==> src/sv/stream_cipher_keystream_xor_core_macros.svh <==
// assertion macros for the keystream xor core
// no dependencies
`ifndef STREAM_CIPHER_KEYSTREAM_XOR_CORE_MACROS_SVH
`define STREAM_CIPHER_KEYSTREAM_XOR_CORE_MACROS_SVH
`ifndef SYNTHESIS
`define SCK_ASSERT(label, clk, rst, prop) \
   label: assert property (@(posedge clk) disable iff (rst) prop) else $error("%m failed");
`define SCK_ASSERT_NR(label, clk, prop) \
   label: assert property (@(posedge clk) prop) else $error("%m failed");
`else
`define SCK_ASSERT(label, clk, rst, prop)
`define SCK_ASSERT_NR(label, clk, prop)
`endif
`endif

==> src/sv/sck_pkg.sv <==
// shared types, constants and functions for the keystream xor core
// no dependencies
package sck_pkg;
   localparam logic [31:0] GOLDEN    = 32'h9E3779B9;
   localparam logic [31:0] TRANS_MUL = 32'h54655307;
   localparam logic [31:0] ALPHA_HI  = 32'hA9000000;
   localparam logic [31:0] ALPHA_LO  = 32'h000000A9;
   localparam logic [31:0] PAD_WORD  = 32'h80000000;

   localparam logic [1:0] REG_KEY_HIGH = 2'd0;
   localparam logic [1:0] REG_KEY_LOW  = 2'd1;
   localparam logic [1:0] REG_IV_HIGH  = 2'd2;
   localparam logic [1:0] REG_IV_LOW   = 2'd3;

   typedef logic [3:0][31:0] quad_type;

   typedef enum logic [3:0] {
      ST_IDLE, ST_SETUP_LOAD, ST_KEY_EXP, ST_SUBKEY, ST_ROUND_XOR, ST_ROUND_SBOX,
      ST_ROUND_MIX, ST_SETUP_END, ST_GEN_CHECK, ST_GEN_STEP, ST_GEN_MUL, ST_GEN_DONE,
      ST_OUTPUT
   } state_type;

   typedef struct packed {
      logic setup_load;
      logic key_exp;
      logic subkey;
      logic round_xor;
      logic round_sbox;
      logic round_mix;
      logic setup_end;
      logic gen_start;
      logic gen_step;
      logic gen_mul;
      logic gen_done;
      logic gen_zero;
   } cmd_type;

   typedef struct packed {
      logic lfsr_live;
   } status_type;

   function automatic logic [3:0] sbox_lookup(input logic [2:0] box, input logic [3:0] idx);
      logic [3:0] t [8][16];
      t[0] = '{3,8,15,1,10,6,5,11,14,13,4,2,7,0,9,12};
      t[1] = '{15,12,2,7,9,0,5,10,1,11,14,8,6,13,3,4};
      t[2] = '{8,6,7,9,3,12,10,15,13,1,14,4,0,11,5,2};
      t[3] = '{0,15,11,8,12,9,6,3,13,1,2,4,10,7,5,14};
      t[4] = '{1,15,8,3,12,0,11,6,2,5,4,10,9,14,7,13};
      t[5] = '{15,5,2,11,4,10,9,12,0,3,14,8,13,6,7,1};
      t[6] = '{7,2,12,5,8,4,6,11,14,9,1,15,13,3,10,0};
      t[7] = '{1,13,15,0,14,8,2,11,7,4,12,10,9,3,5,6};
      return t[box][idx];
   endfunction

   function automatic quad_type sbox_apply(input logic [2:0] box, input quad_type x);
      quad_type y;
      logic [3:0] o;
      for (int b = 0; b < 32; b++) begin
         o = sbox_lookup(box, {x[3][b], x[2][b], x[1][b], x[0][b]});
         y[0][b] = o[0];
         y[1][b] = o[1];
         y[2][b] = o[2];
         y[3][b] = o[3];
      end
      return y;
   endfunction

   function automatic logic [31:0] rotl(input logic [31:0] v, input int n);
      return (v << n) | (v >> (32 - n));
   endfunction
endpackage

==> src/sv/sck_ctrl.sv <==
// sequencer for setup, block generation and byte output
// depends on sck_pkg
module sck_ctrl (
   input  logic                clock,
   input  logic                reset,
   input  logic                req_tvalid,
   output logic                req_tready,
   input  logic                req_restart,
   output logic                rsp_tvalid,
   input  logic                rsp_tready,
   input  logic [3:0]          byte_pos,
   input  sck_pkg::status_type status,
   output sck_pkg::cmd_type    cmd,
   output logic                take_item,
   output logic                emit
);
   import sck_pkg::*;

   state_type  state_ff, state_in;
   logic [4:0] group_ff, group_in;
   logic [1:0] sub_ff, sub_in;

   // holds a result while the next item may wait in setup or generation
   logic out_full_ff, out_full_in;

   assign rsp_tvalid = out_full_ff;
   assign req_tready = (state_ff == ST_IDLE);
   assign take_item  = req_tvalid && req_tready;

   always_comb begin
      state_in = state_ff;
      group_in = group_ff;
      sub_in   = sub_ff;
      unique case (state_ff)
         ST_IDLE: begin
            if (take_item) begin
               if (req_restart) begin
                  state_in = ST_SETUP_LOAD;
               end else if (byte_pos == 4'd0) begin
                  state_in = ST_GEN_CHECK;
               end else begin
                  state_in = ST_OUTPUT;
               end
            end
         end
         ST_SETUP_LOAD: begin
            state_in = ST_KEY_EXP;
            group_in = 5'd0;
            sub_in   = 2'd0;
         end
         ST_KEY_EXP: begin
            sub_in = sub_ff + 2'd1;
            if (sub_ff == 2'd3) begin
               state_in = ST_SUBKEY;
            end
         end
         ST_SUBKEY:  state_in = ST_ROUND_XOR;
         ST_ROUND_XOR: begin
            state_in = (group_ff == 5'd24) ? ST_SETUP_END : ST_ROUND_SBOX;
         end
         ST_ROUND_SBOX: begin
            if (group_ff == 5'd23) begin
               state_in = ST_KEY_EXP;
               group_in = group_ff + 5'd1;
            end else begin
               state_in = ST_ROUND_MIX;
            end
         end
         ST_ROUND_MIX: begin
            state_in = ST_KEY_EXP;
            group_in = group_ff + 5'd1;
         end
         ST_SETUP_END: state_in = ST_GEN_CHECK;
         ST_GEN_CHECK: begin
            sub_in   = 2'd0;
            state_in = status.lfsr_live ? ST_GEN_STEP : ST_OUTPUT;
         end
         ST_GEN_STEP: state_in = ST_GEN_MUL;
         ST_GEN_MUL: begin
            sub_in   = sub_ff + 2'd1;
            state_in = (sub_ff == 2'd3) ? ST_GEN_DONE : ST_GEN_STEP;
         end
         ST_GEN_DONE: state_in = ST_OUTPUT;
         ST_OUTPUT: begin
            if (!out_full_ff || rsp_tready) begin
               state_in = ST_IDLE;
            end
         end
         default: state_in = ST_IDLE;
      endcase
   end

   always_comb begin
      cmd = '0;
      unique case (state_ff)
         ST_SETUP_LOAD: cmd.setup_load = 1'b1;
         ST_KEY_EXP:    cmd.key_exp    = 1'b1;
         ST_SUBKEY:     cmd.subkey     = 1'b1;
         ST_ROUND_XOR:  cmd.round_xor  = 1'b1;
         ST_ROUND_SBOX: cmd.round_sbox = 1'b1;
         ST_ROUND_MIX:  cmd.round_mix  = 1'b1;
         ST_SETUP_END:  cmd.setup_end  = 1'b1;
         ST_GEN_CHECK: begin
            cmd.gen_start = status.lfsr_live;
            cmd.gen_zero  = !status.lfsr_live;
         end
         ST_GEN_STEP:   cmd.gen_step   = 1'b1;
         ST_GEN_MUL:    cmd.gen_mul    = 1'b1;
         ST_GEN_DONE:   cmd.gen_done   = 1'b1;
         default:       cmd = '0;
      endcase
   end

   // result written only when the output register is free or draining
   assign emit = (state_ff == ST_OUTPUT) && (!out_full_ff || rsp_tready);

   always_comb begin
      out_full_in = out_full_ff;
      if (rsp_tready) begin
         out_full_in = 1'b0;
      end
      if (emit) begin
         out_full_in = 1'b1;
      end
   end

   always_ff @(posedge clock) begin
      if (reset) begin
         state_ff    <= ST_IDLE;
         group_ff    <= '0;
         sub_ff      <= '0;
         out_full_ff <= 1'b0;
      end else begin
         state_ff    <= state_in;
         group_ff    <= group_in;
         sub_ff      <= sub_in;
         out_full_ff <= out_full_in;
      end
   end

`include "stream_cipher_keystream_xor_core_macros.svh"
   `SCK_ASSERT(a_ready_idle, clock, reset, req_tready |-> (state_ff == ST_IDLE))
   `SCK_ASSERT(a_group_range, clock, reset, (group_ff <= 5'd24))
   `SCK_ASSERT(a_out_hold, clock, reset, (rsp_tvalid && !rsp_tready) |=> rsp_tvalid)
endmodule

==> config.mk <==
export PLATFORM = sky130hd
export DESIGN_NAME = sck_ctrl
export DESIGN_NICKNAME = d
export VERILOG_FILES = /design/src/sv/sck_pkg.sv /design/src/sv/sck_ctrl.sv
export VERILOG_INCLUDE_DIRS = /design/src /design/src/sv
export SDC_FILE = /design/constraint.sdc
export NUM_CORES = 1
export LEC_CHECK = 0
export BUFFER_PORTS_ARGS = -buffer_cell sky130_fd_sc_hd__buf_2
export CORE_MARGIN = 4
export CORE_UTILIZATION = 45
export DETAILED_ROUTE_END_ITERATION = 16
export PLACE_DENSITY_LB_ADDON = 0.12
export SLEW_MARGIN = 20
export SYNTH_ARGS = -nofsm -noshare
export SYNTH_HDL_FRONTEND = slang
export SYNTH_SLANG_ARGS = --single-unit
==> constraint.sdc <==
create_clock -name clock -period 1.6 [get_ports clock]
set_clock_uncertainty 0.15 [all_clocks]
set_input_delay 0.24 -clock clock [delete_from_list [all_inputs] [get_ports clock]]
set_output_delay 0.24 -clock clock [all_outputs]
set_load 0.005 [all_outputs]
# == After elaboration in Yosys (flattened, before gate mapping) ==
# Index checks and enable logic that the tools add are counted.
# totals
regBits,12
in_bits,10
output_inout_bits,16
# op_classes
n_addsub,2
eq_ne,19
n_mux,27
n_reduce_logical,15
# ops
operator,n
4-bit case mux with 12 select lines,1
"4-bit == test, second input constant",5
"4-bit by 3-bit == test with 1-bit output, second input constant",4
4-bit 2-to-1 mux,4
5-bit case mux with 3 select lines,1
1-bit 2-to-1 mux,14
"5-bit == test, second input constant",2
3-bit 2-to-1 mux,3
"4-bit by 2-bit == test with 1-bit output, second input constant",2
4-bit zero test,2
"2-bit inequality test, second input constant",3
2-bit OR reduction,3
"5-bit by 1-bit adder with 5-bit output, second input constant",1
5-bit 2-to-1 mux,1
"4-bit by 1-bit == test with 1-bit output, second input constant",1
2-bit 2-to-1 mux,2
2-bit case mux with 2 select lines,1
2-bit nonzero test,2
3-bit AND reduction,1
3-bit nonzero test,1
"2-bit by 1-bit adder with 2-bit output, second input constant",1
"2-bit == test, second input constant",1
1-bit logical AND,2
1-bit zero test,2
3 further kinds,3

# == Logic depth before layout (Yosys ltp) ==
# Gate-level depths: netlist of the first run.
# depth
ltp_word,5
mapped_depth,6
ltp_nobuf,6

# == Least setup slack after synthesis of the first run ==
# No wires, ideal clock.
# synth_path
kind,register -> register
startpoint,reg state_ff[1]
endpoint,reg state_ff[2]
setup_ns,0.059
t_arrival_ns,1.499
t_required_ns,1.391
path_slack_ns,-0.109
path_stages_with_launch,7
period_less_slack_ns,1.709
path_cell_list,dfxtp_1 -> buf_6 -> or2_1 -> buf_6 -> or4_1 -> a21oi_1 -> o311a_1
# synth_between
elab_chain_cells,4
# synth_rtl
element,line,text
start: declaration,sck_ctrl.sv:19,"state_type state_ff, state_in;"
start signal: assignment,sck_ctrl.sv:134,state_ff <= state_in;
"parallel branches: the longest is 4 deep, another holds 4-bit case mux with 12 select lines",n/a,
# Several ways; the timed one is not identified.
# A chain may end at the register's enable or synchronous reset.

# == Final worst setup path of the first run ==
# layout_path
startpoint,reg state_ff[2]
endpoint,reg state_ff[3]
# The elaborated chain is that of the path after synthesis.

==> run summary, run 1 <==
For the worst setup path, the data arrival time is 1.83 ns. The core region area is 0.001783 mm². Entering global routing, the biggest net connects 13 pins. The leading register cell type out of synthesis is sky130_fd_sc_hd__dfxtp_1.

When the netlist entered floorplanning its net count stood at 123. A synthesized cell averages 8.019 µm². Cell at the slowest stage of the critical path: sky130_fd_sc_hd__dfxtp_4.

In this run, synthesis inferred 0 flip-flops with an integrated enable. The critical path is of the register to register type. The total overflow left after global routing is 0. In this run, CTS created clock tree buffers numbering 3. The run finished, with violations left. The switching power summed over all nets was 1.258 mW; the compound-gate portion of the synthesized area was 0.2085. The worst setup path is captured at a register. The cell family with the largest share of critical-path delay was simple AND/OR/NAND/NOR gates.

The final critical-path share of the clock period came out at 1.103. The post-synthesis sequential element count was 12. The buffers plus inverters on the worst setup path was 2; the post-synthesis instance total was 110. The utilization of the core after routing is 0.8568, and the ratio of total power to cell area is 1960 mW/mm².

Across the VDD grid, the largest voltage drop is 1.172 mV. Row generation in the floorplan step produced 15 rows. TritonCTS built the clock tree.

The number of cells on the worst reg-to-reg path was 6; the number of port buffers was 25. For this design, the sink count on the clock tree is 12. The worst-margin pin slew was 0.4047 ns; the met1 wire length was 1364 µm. The internal portion of the total power is 1.737 mW. The number of global-route vias before repair was 1079; the number of iterations in the first detailed-routing pass was 5.

For this run, the post-layout net count is 181. From synthesis to final layout, the design area changed by 73.19%. Count of final max-slew check failures: 0.

The proportion of register bits with asynchronous set or reset after synthesis came out at 0. The run gives 0.7232 as the headroom to the max-slew limit. The die is 52.28 µm tall. The tools report the critical register-to-register path endpoint as state_ff[3]$_SDFFE_PP0P_. For this block, the via count after detailed routing is 1171. The area of the mapped netlist is 882.1 µm², and the depth of the CTS H-tree is 1. Library cell used as clock root buffer: sky130_fd_sc_hd__clkbuf_4. Summed over all nets, the half-perimeter wirelength after detailed placement is 1928 µm. Along the worst path, the maximum fanout reaches 8. The combined global-route utilization of all metal layers was 0.2453; the multiplexer share of the synthesized area was 0.01135. The fraction of power spent switching nets was 0.4201; the clock-pin slew on the worst setup and hold paths was 0.09 ns.

For the routability congestion estimate from global placement, the log shows 0.8044. The adder-cell area share of the yosys netlist works out to 0.04255. Proportion of layout cells with a drive suffix above 1: 0.6228. After synthesis, the largest family of logic cells by area is simple AND/OR/NAND/NOR gates. The top routing layer in use was met4. The sum of met2 wire segment lengths after detailed routing was 1917 µm; the total met3 wirelength after detailed routing was 284 µm. During synthesis, Yosys emitted a total of 0 warnings. The path type of the worst min-delay path is primary input to register. Setup violations remaining at the end of the flow were counted as 22. Synthesis instantiated 37 different standard cells from the library.

The part of the total power dissipated in combinational logic was 0.734; the setup slack of the worst register-to-register path was -0.17 ns. The initial antenna violation count was 0. The critical hold path startpoint is reset. The tool flagged a number of max-cap violations equal to 0. Using the TritonRoute via totals, the vias-per-cell ratio works out to 6.099.

Setup repair after global routing could not meet its margin everywhere. The tools report the final wirelength as 3713 µm. The simple-gate area share of the yosys netlist is 0.3504, and the final critical-path required period is 1.765 ns. The worst setup path is launched from a register. The first global-routing pass estimated 4864 µm of wire.

Based on the critical path, the design can be clocked at up to 0.5665 GHz. Traced cell by cell, the critical path runs through buf_6 -> buf_4 -> nor4_1 -> a31o_2 -> a31oi_1 -> nor2b_1. The setup slack after layout is -0.1652 ns.

The number of buffers inserted by hold repair at cts was 0. In this design, the stage delay of the slowest critical-path cell is 0.41 ns. The final reports fail on setup timing. Register area share after synthesis: 0.2723.

Tracing the worst setup path back leads to its startpoint at state_ff[2]$_SDFFE_PP0P_. The final routed wire length divided by cell count was 19.34 µm; the initial standard-cell utilization of the core was 0.4947. The DRC violation count after routing is 0. The most critical setup path has its endpoint at state_ff[3]$_SDFFE_PP0P_.

The DRC marker count from the first detailed-route iteration was 62. The share of total power in the clock network came out at 0.086. The longest clock path from root to sink contains 2 buffers. The worst-skew pair later-pin latency was 0.29 ns; the width of the chip was 52.28 µm. STA puts the critical path data required time at 1.66 ns. The critical path runs through a total of 6 cells. The leakage power of the design is 0.6793 nW, and the share of the synthesized netlist area taken by xor and xnor gates is 0.02979. For the number of cells in the finished layout apart from fillers, the log shows 192. The run gives 0 as the number of hold-slack violations in the final timing report.

The detail route stage leaves a number of antenna-violating nets equal to 0. Counting tap cells, the placed design contains a total of 176 instances. Pin placement for this block handled 26 I/O pins.

The tools report the power share of the sequential group as 0.180. The number of antenna diodes in the final layout is 0. Startpoint of the worst-slack reg-to-reg timing path: state_ff[2]$_SDFFE_PP0P_. The floorplan step defined a die boundary enclosing 0.002733 mm².
-- worst reg2reg max path, stage by stage, from the launching register on --
cell and delay, ns:
sky130_fd_sc_hd__dfxtp_4 0.41, sky130_fd_sc_hd__buf_6 0.14, sky130_fd_sc_hd__buf_4 0.15, sky130_fd_sc_hd__nor4_1 0.38, sky130_fd_sc_hd__a31o_2 0.19, sky130_fd_sc_hd__a31oi_1 0.11
sky130_fd_sc_hd__nor2b_1 0.16
-- flip-flops by register name, indices dropped and copies added (netlist names) --
register	count
sub_ff	2
group_ff	5
rsp_tvalid	1
state_ff	4
-- cells by family (layout without fill, tap and decap cells) --
kind of cell,after synthesis,count (layout)
AO/OA/AOI/OAI,27,28
XOR/XNOR,3,3
adder cells (fa/ha/maj),3,3
buffers and inverters,15,71
flip-flops,12,12
multiplexers,1,1
AND/OR/NAND/NOR,49,49
-- routing by layer --
metal,vias up,track usage
met5,-,0
met4,0,0.1064
met3,21,0.05698
met2,76,0.4247
met1,560,0.2852
li1,514,-
-- cells in the mapped netlist (4+ instances only) --
| library cell | number | area (µm²) |
|---|---|---|
| sky130_fd_sc_hd__nand2_1 | 5 | 18.77 |
| sky130_fd_sc_hd__inv_1 | 6 | 22.52 |
| sky130_fd_sc_hd__a21oi_1 | 13 | 65.06 |
| sky130_fd_sc_hd__nor2b_1 | 4 | 25.02 |
| sky130_fd_sc_hd__or3_1 | 4 | 25.02 |
| sky130_fd_sc_hd__nor2_1 | 7 | 26.28 |
| sky130_fd_sc_hd__nand3_1 | 4 | 20.02 |
| sky130_fd_sc_hd__dfxtp_1 | 12 | 240.2 |
| sky130_fd_sc_hd__o21ai_0 | 5 | 25.02 |
| sky130_fd_sc_hd__nor3_1 | 4 | 20.02 |
-- layout by cell type, fill, tap and decap left out, types with 2 or more instances in the layout --
master	Yosys	layout
sky130_fd_sc_hd__dfxtp_4	0	3
sky130_fd_sc_hd__nand2_1	5	4
sky130_fd_sc_hd__or3_1	4	4
sky130_fd_sc_hd__o21ai_0	5	3
sky130_fd_sc_hd__buf_2	3	21
sky130_fd_sc_hd__buf_4	0	24
sky130_fd_sc_hd__nand3b_1	2	2
sky130_fd_sc_hd__nor2_1	7	2
sky130_fd_sc_hd__buf_6	2	15
sky130_fd_sc_hd__nor3_2	0	2
sky130_fd_sc_hd__a21oi_2	0	2
sky130_fd_sc_hd__nor3b_2	0	2
sky130_fd_sc_hd__dfxtp_2	0	3
sky130_fd_sc_hd__nor3_1	4	2
sky130_fd_sc_hd__nand3_1	4	4
sky130_fd_sc_hd__nand2b_4	0	2
sky130_fd_sc_hd__nor2_4	0	2
sky130_fd_sc_hd__xnor2_1	3	2
sky130_fd_sc_hd__inv_1	6	6
sky130_fd_sc_hd__clkbuf_4	0	3
sky130_fd_sc_hd__dfxtp_1	12	6
sky130_fd_sc_hd__nor2_2	0	3
sky130_fd_sc_hd__o21ai_1	0	2
sky130_fd_sc_hd__ha_1	3	2
sky130_fd_sc_hd__nor2b_4	0	2
sky130_fd_sc_hd__nor4_1	2	2
sky130_fd_sc_hd__a21oi_1	13	11
sky130_fd_sc_hd__or2_2	2	2
sky130_fd_sc_hd__and3_4	0	2
-- cell type report --
type / count / area [µm²]
Timing Repair Buffer: 61 / 469.2
Multi-Input combinational cell: 84 / 713.2
Tap cell: 25 / 31.28
Fill cell: 101 / 255.2
Inverter: 6 / 22.52
Clock buffer: 4 / 36.28
Sequential cell: 12 / 255.2
-- worst min-delay path by stage --
stage                                    end  cells after the start
floorplan           group_ff[1]$_SDFFE_PP0P_                      1
global placement      sub_ff[1]$_SDFFE_PP0P_                      2
detailed placement    sub_ff[0]$_SDFFE_PP0P_                      2
CTS                 group_ff[1]$_SDFFE_PP0P_                      2
global route        group_ff[1]$_SDFFE_PP0P_                      2
finish              group_ff[1]$_SDFFE_PP0P_                      2
-- timing repair --
action	4_1_cts	5_1_grt
endpoints found under the setup margin	23	26
pin swaps	12	13
resized for setup	29	26
endpoints found under the hold margin	0	0
cloned	1	0
setup buffers	8	3
-- per-stage QoR --
| step | setup slack (ns) | total power [mW] | hold WS (ns) | TNS (ns) | area [µm²] |
|---|---|---|---|---|---|
| finish | -0.1652 | 2.994 | 0.1007 | -1.801 | 1528 |
| global route | -0.2391 | 3.131 | 0.08634 | -2.577 | 1528 |
| CTS | -0.1286 | 2.510 | 0.08722 | -1.018 | 1396 |
| detailed placement | -0.09268 | 1.824 | 0.3370 | -0.4995 | 1177 |
| global placement | -0.07263 | 1.798 | 0.3212 | -0.3974 | 1177 |
| floorplan | -0.08490 | 1.304 | 0.1517 | -0.08490 | 894.6 |
-- power by group through the flow --
stage | combinational, mW | sequential, mW | clock (mW)
2_1_floorplan | 0.888 | 0.416 | 0
3_3_place_gp | 1.32 | 0.478 | 0
3_5_place_dp | 1.34 | 0.482 | 0
4_1_cts | 1.76 | 0.506 | 0.248
5_1_grt | 2.31 | 0.547 | 0.276
6_report | 2.20 | 0.540 | 0.257
(Power assumes the default switching activity.)
==> inputs of run 2 (changes only) <==
--- a/config.mk
+++ b/config.mk
@@ -8,7 +8,8 @@
 export LEC_CHECK = 0
 export BUFFER_PORTS_ARGS = -buffer_cell sky130_fd_sc_hd__buf_2
 export CORE_MARGIN = 4
-export CORE_UTILIZATION = 45
+export CORE_UTILIZATION = 47
+export CTS_BUF_LIST = sky130_fd_sc_hd__clkbuf_8
 export DETAILED_ROUTE_END_ITERATION = 16
 export PLACE_DENSITY_LB_ADDON = 0.12
 export SLEW_MARGIN = 20
==> run 2 against run 1 <==
Compared with the run above:
- the run still ends with setup timing left
- sequential share of layout area is 1.3 points higher
- wire length down 23%
- count of clock-buffer cells in the layout unchanged
- die area is 3.6% lower
- global-route usage shrank 4.3 points
- total power is 10% lower
- non-clock buffer count shrank 10
- via count fell by 14%
- register-to-register slack better by 0.095 ns
- critical path depth shrank 2
- utilization fell by 3.7 points
- maximum frequency rose by 4.5%
- critical endpoint is now cmd[11]
- highest routed layer unchanged
==> run summary, run 2 (same netlist as run 1, synthesis figures left out) <==
The ratio of total power to cell area works out to 1881 mW/mm² (-4.0%). The library cell used most frequently in the layout, excluding fill and tap cells, is sky130_fd_sc_hd__buf_2. The final critical-path share of the clock period is 1.056 (-0.04707). The routability congestion estimate from global placement is 0.8172 (+1.6%). Setup repair after global routing could not meet its margin everywhere. The tools report the total met3 wirelength after detailed routing as 130 µm (-54%). The worst setup path is captured at an output port. The maximum clock frequency was 0.5918 GHz (+4.5%). The remaining antenna violation count was 0 (unchanged). The largest net degree at the start of global routing was 13 (unchanged); the die span in y was 51.32 µm (-1.8%). For the setup slack after layout, the log shows -0.08990 ns (+0.07532 ns). The core region area was 0.001745 mm² (-2.1%).

The proportion of layout cells with a drive suffix above 1 works out to 0.5796 (-0.04314). The number of flip-flops in the largest register is 5 (unchanged), and the endpoint required time on the critical path is 1.21 ns (-0.45 ns). In this run the worst setup path begins at state_ff[3]$_SDFFE_PP0P_. The critical setup path kind was register to output port. The final critical-path required period came out at 1.690 ns (-0.07532 ns).

Leaving out fill and tap cells, the most frequent cells in the layout are 24 x sky130_fd_sc_hd__buf_2, 18 x sky130_fd_sc_hd__buf_4, 9 x sky130_fd_sc_hd__a21oi_1, 7 x sky130_fd_sc_hd__buf_6. The depth of the CTS H-tree came out at 1 (unchanged). The logs give 1.30 ns (-0.53 ns) for the endpoint arrival time on the critical path and 13 (-41%) for the total of endpoints with negative setup slack in the final report.

The number of hold-slack violations in the final timing report was 0 (unchanged). The run gives 26 (unchanged) as the I/O pin total. The met1 wire length was 1257 µm (-7.8%); the layout filler cell count was 108 (+6.9%). The library cell used as clock root buffer is sky130_fd_sc_hd__clkbuf_8. The tools report the setup slack of the worst register-to-register path as -0.07 ns (+0.10 ns). Final routed wire length divided by cell count: 15.67 µm (-19%).

The run gives 1417 µm (-26%) as the sum of met2 wire segment lengths after detailed routing. The run gives 0 (unchanged) as the DRC violation count after routing. The tools report the number of iterations in the first detailed-routing pass as 4 (-1). The tools report the count of final max-slew check failures as 0 (unchanged). The logs give 12 (-81%) for the DRC marker count from the first detailed-route iteration and 2 (unchanged) for the buffer depth of the longest clock path. The startpoint identified for the worst register-to-register timing path is group_ff[1]$_SDFFE_PP0P_. The final reports fail on setup timing. The largest registers in the layout are group_ff x5, state_ff x4, sub_ff x2. The initial standard-cell utilization of the core was 0.5054 (+0.01064).

The logs give 0 (unchanged) for the remaining global-route overflow and 0 (unchanged) for the total of max-cap violations. The worst-margin pin slew is 0.4732 ns (+0.06850 ns). The logs give 1010 (-14%) for the detailed-route via count and 945 (-12%) for the number of global-route vias before repair. The flow ran to the end, but the final reports show violations. The width of the chip was 51.32 µm (-1.8%). The tools report the placement row count as 15 (unchanged). Critical register-to-register path endpoint: group_ff[3]$_SDFFE_PP0P_. The leakage power of the design is 0.6217 nW (-8.5%). The number of antenna repair diodes was 0 (unchanged).

The number of port buffers is 25 (unchanged). For the design area, the log shows 0.001431 mm² (-6.3%). The setup total negative slack was -0.5824 ns (+1.218 ns).

For the placed wire-length estimate, the log shows 1671 µm (-13%). The clock-pin slew on the worst setup and hold paths works out to 0.06 ns (-0.03 ns). TritonCTS built the clock tree. The area after detailed placement is 0.001125 mm² (-4.5%), and the combined global-route utilization of all metal layers is 0.2023 (-0.04295).

The number of cells on the worst reg-to-reg path works out to 5 (-1). The tools report the total clock sinks as 12 (unchanged). The via density per instance is 5.549 (-9.0%), and the relative area change from synthesis to final layout is 62.27%. The path type of the worst min-delay path was primary input to register. The initial antenna violation count is 0 (unchanged), and the number of CTS-inserted buffers is 3 (unchanged). Top routing layer in use: met4. The headroom to the max-slew limit was 0.6845 (-0.03869); the largest fanout of any net on the critical path was 6 (-2). The global-route wire length before repair was 4153 µm (-15%); the worst-skew pair later-pin latency was 0.24 ns (-0.05 ns).

The timing endpoint of the critical path was cmd[11]. The final wirelength is 2852 µm (-23%). The overall die area came out at 0.002634 mm² (-3.6%). Register with the highest flop count: group_ff.

The maximum VDD drop was 1.209 mV (+3.2%); the final net count was 171 (-5.5%). The nature of the critical path startpoint is a register.
run 2: power by group:
group | internal (mW) | leakage [nW] | switching (mW)
clock network | 0.218 | 0.0288 | 0.123
registers | 0.406 | 0.101 | 0.121
logic | 0.968 | 0.492 | 0.858
run 2: worst max-delay path, cell delays in order, from the launching register on:
cell and delay, ns:
sky130_fd_sc_hd__dfxtp_4 0.37, sky130_fd_sc_hd__buf_6 0.12, sky130_fd_sc_hd__nor4b_4 0.31, sky130_fd_sc_hd__buf_4 0.18, sky130_fd_sc_hd__buf_6 0.08
run 2: worst min-delay path by stage:
stage	startpoint	to	depth (start not counted)
2_1_floorplan	reset	group_ff[1]$_SDFFE_PP0P_	1
3_3_place_gp	sub_ff[1]$_SDFFE_PP0P_	sub_ff[1]$_SDFFE_PP0P_	2
3_5_place_dp	sub_ff[0]$_SDFFE_PP0P_	sub_ff[0]$_SDFFE_PP0P_	2
4_1_cts	reset	group_ff[1]$_SDFFE_PP0P_	2
5_1_grt	reset	group_ff[1]$_SDFFE_PP0P_	2
6_report	reset	group_ff[1]$_SDFFE_PP0P_	2
run 2: per-stage QoR:
step / hold WS [ns] / instances / util / power (mW) / setup slack (ns)
2_1_floorplan: 0.1517 / 110 / - / 1.304 / -0.08490
5_1_grt: 0.1487 / 182 / 0.8201 / 2.817 / -0.1237
6_report: 0.1342 / 182 / 0.8201 / 2.692 / -0.08990
3_5_place_dp: 0.3432 / 169 / 0.6444 / 1.680 / -0.05313
4_1_cts: 0.1360 / 178 / 0.7498 / 2.367 / -0.05536
3_3_place_gp: 0.3143 / 169 / 0.6444 / 1.668 / -0.03360
run 2: timing repair:
action	4_1_cts	5_1_grt
pin swaps	3	11
endpoints found under the setup margin	22	21
gates resized for setup	27	21
cloned	0	1
hold buffers	0	0
buffers inserted	5	3
run 2: area by class of cell:
type                            instances  area, µm²  area share
Sequential cell                        12      257.7      0.1801
Multi-Input combinational cell         84      695.7      0.4860
Tap cell                               25      31.28     0.02185
Timing Repair Buffer                   51      369.1      0.2579
Inverter                                6      22.52     0.01573
Clock buffer                            4      55.05     0.03846
run 2: per-layer routing:
metal | global-route usage | up-vias
met4 | 0.06114 | 0
met1 | 0.2792 | 480
met3 | 0.03790 | 4
li1 | - | 495
met2 | 0.3176 | 31
met5 | 0 | -
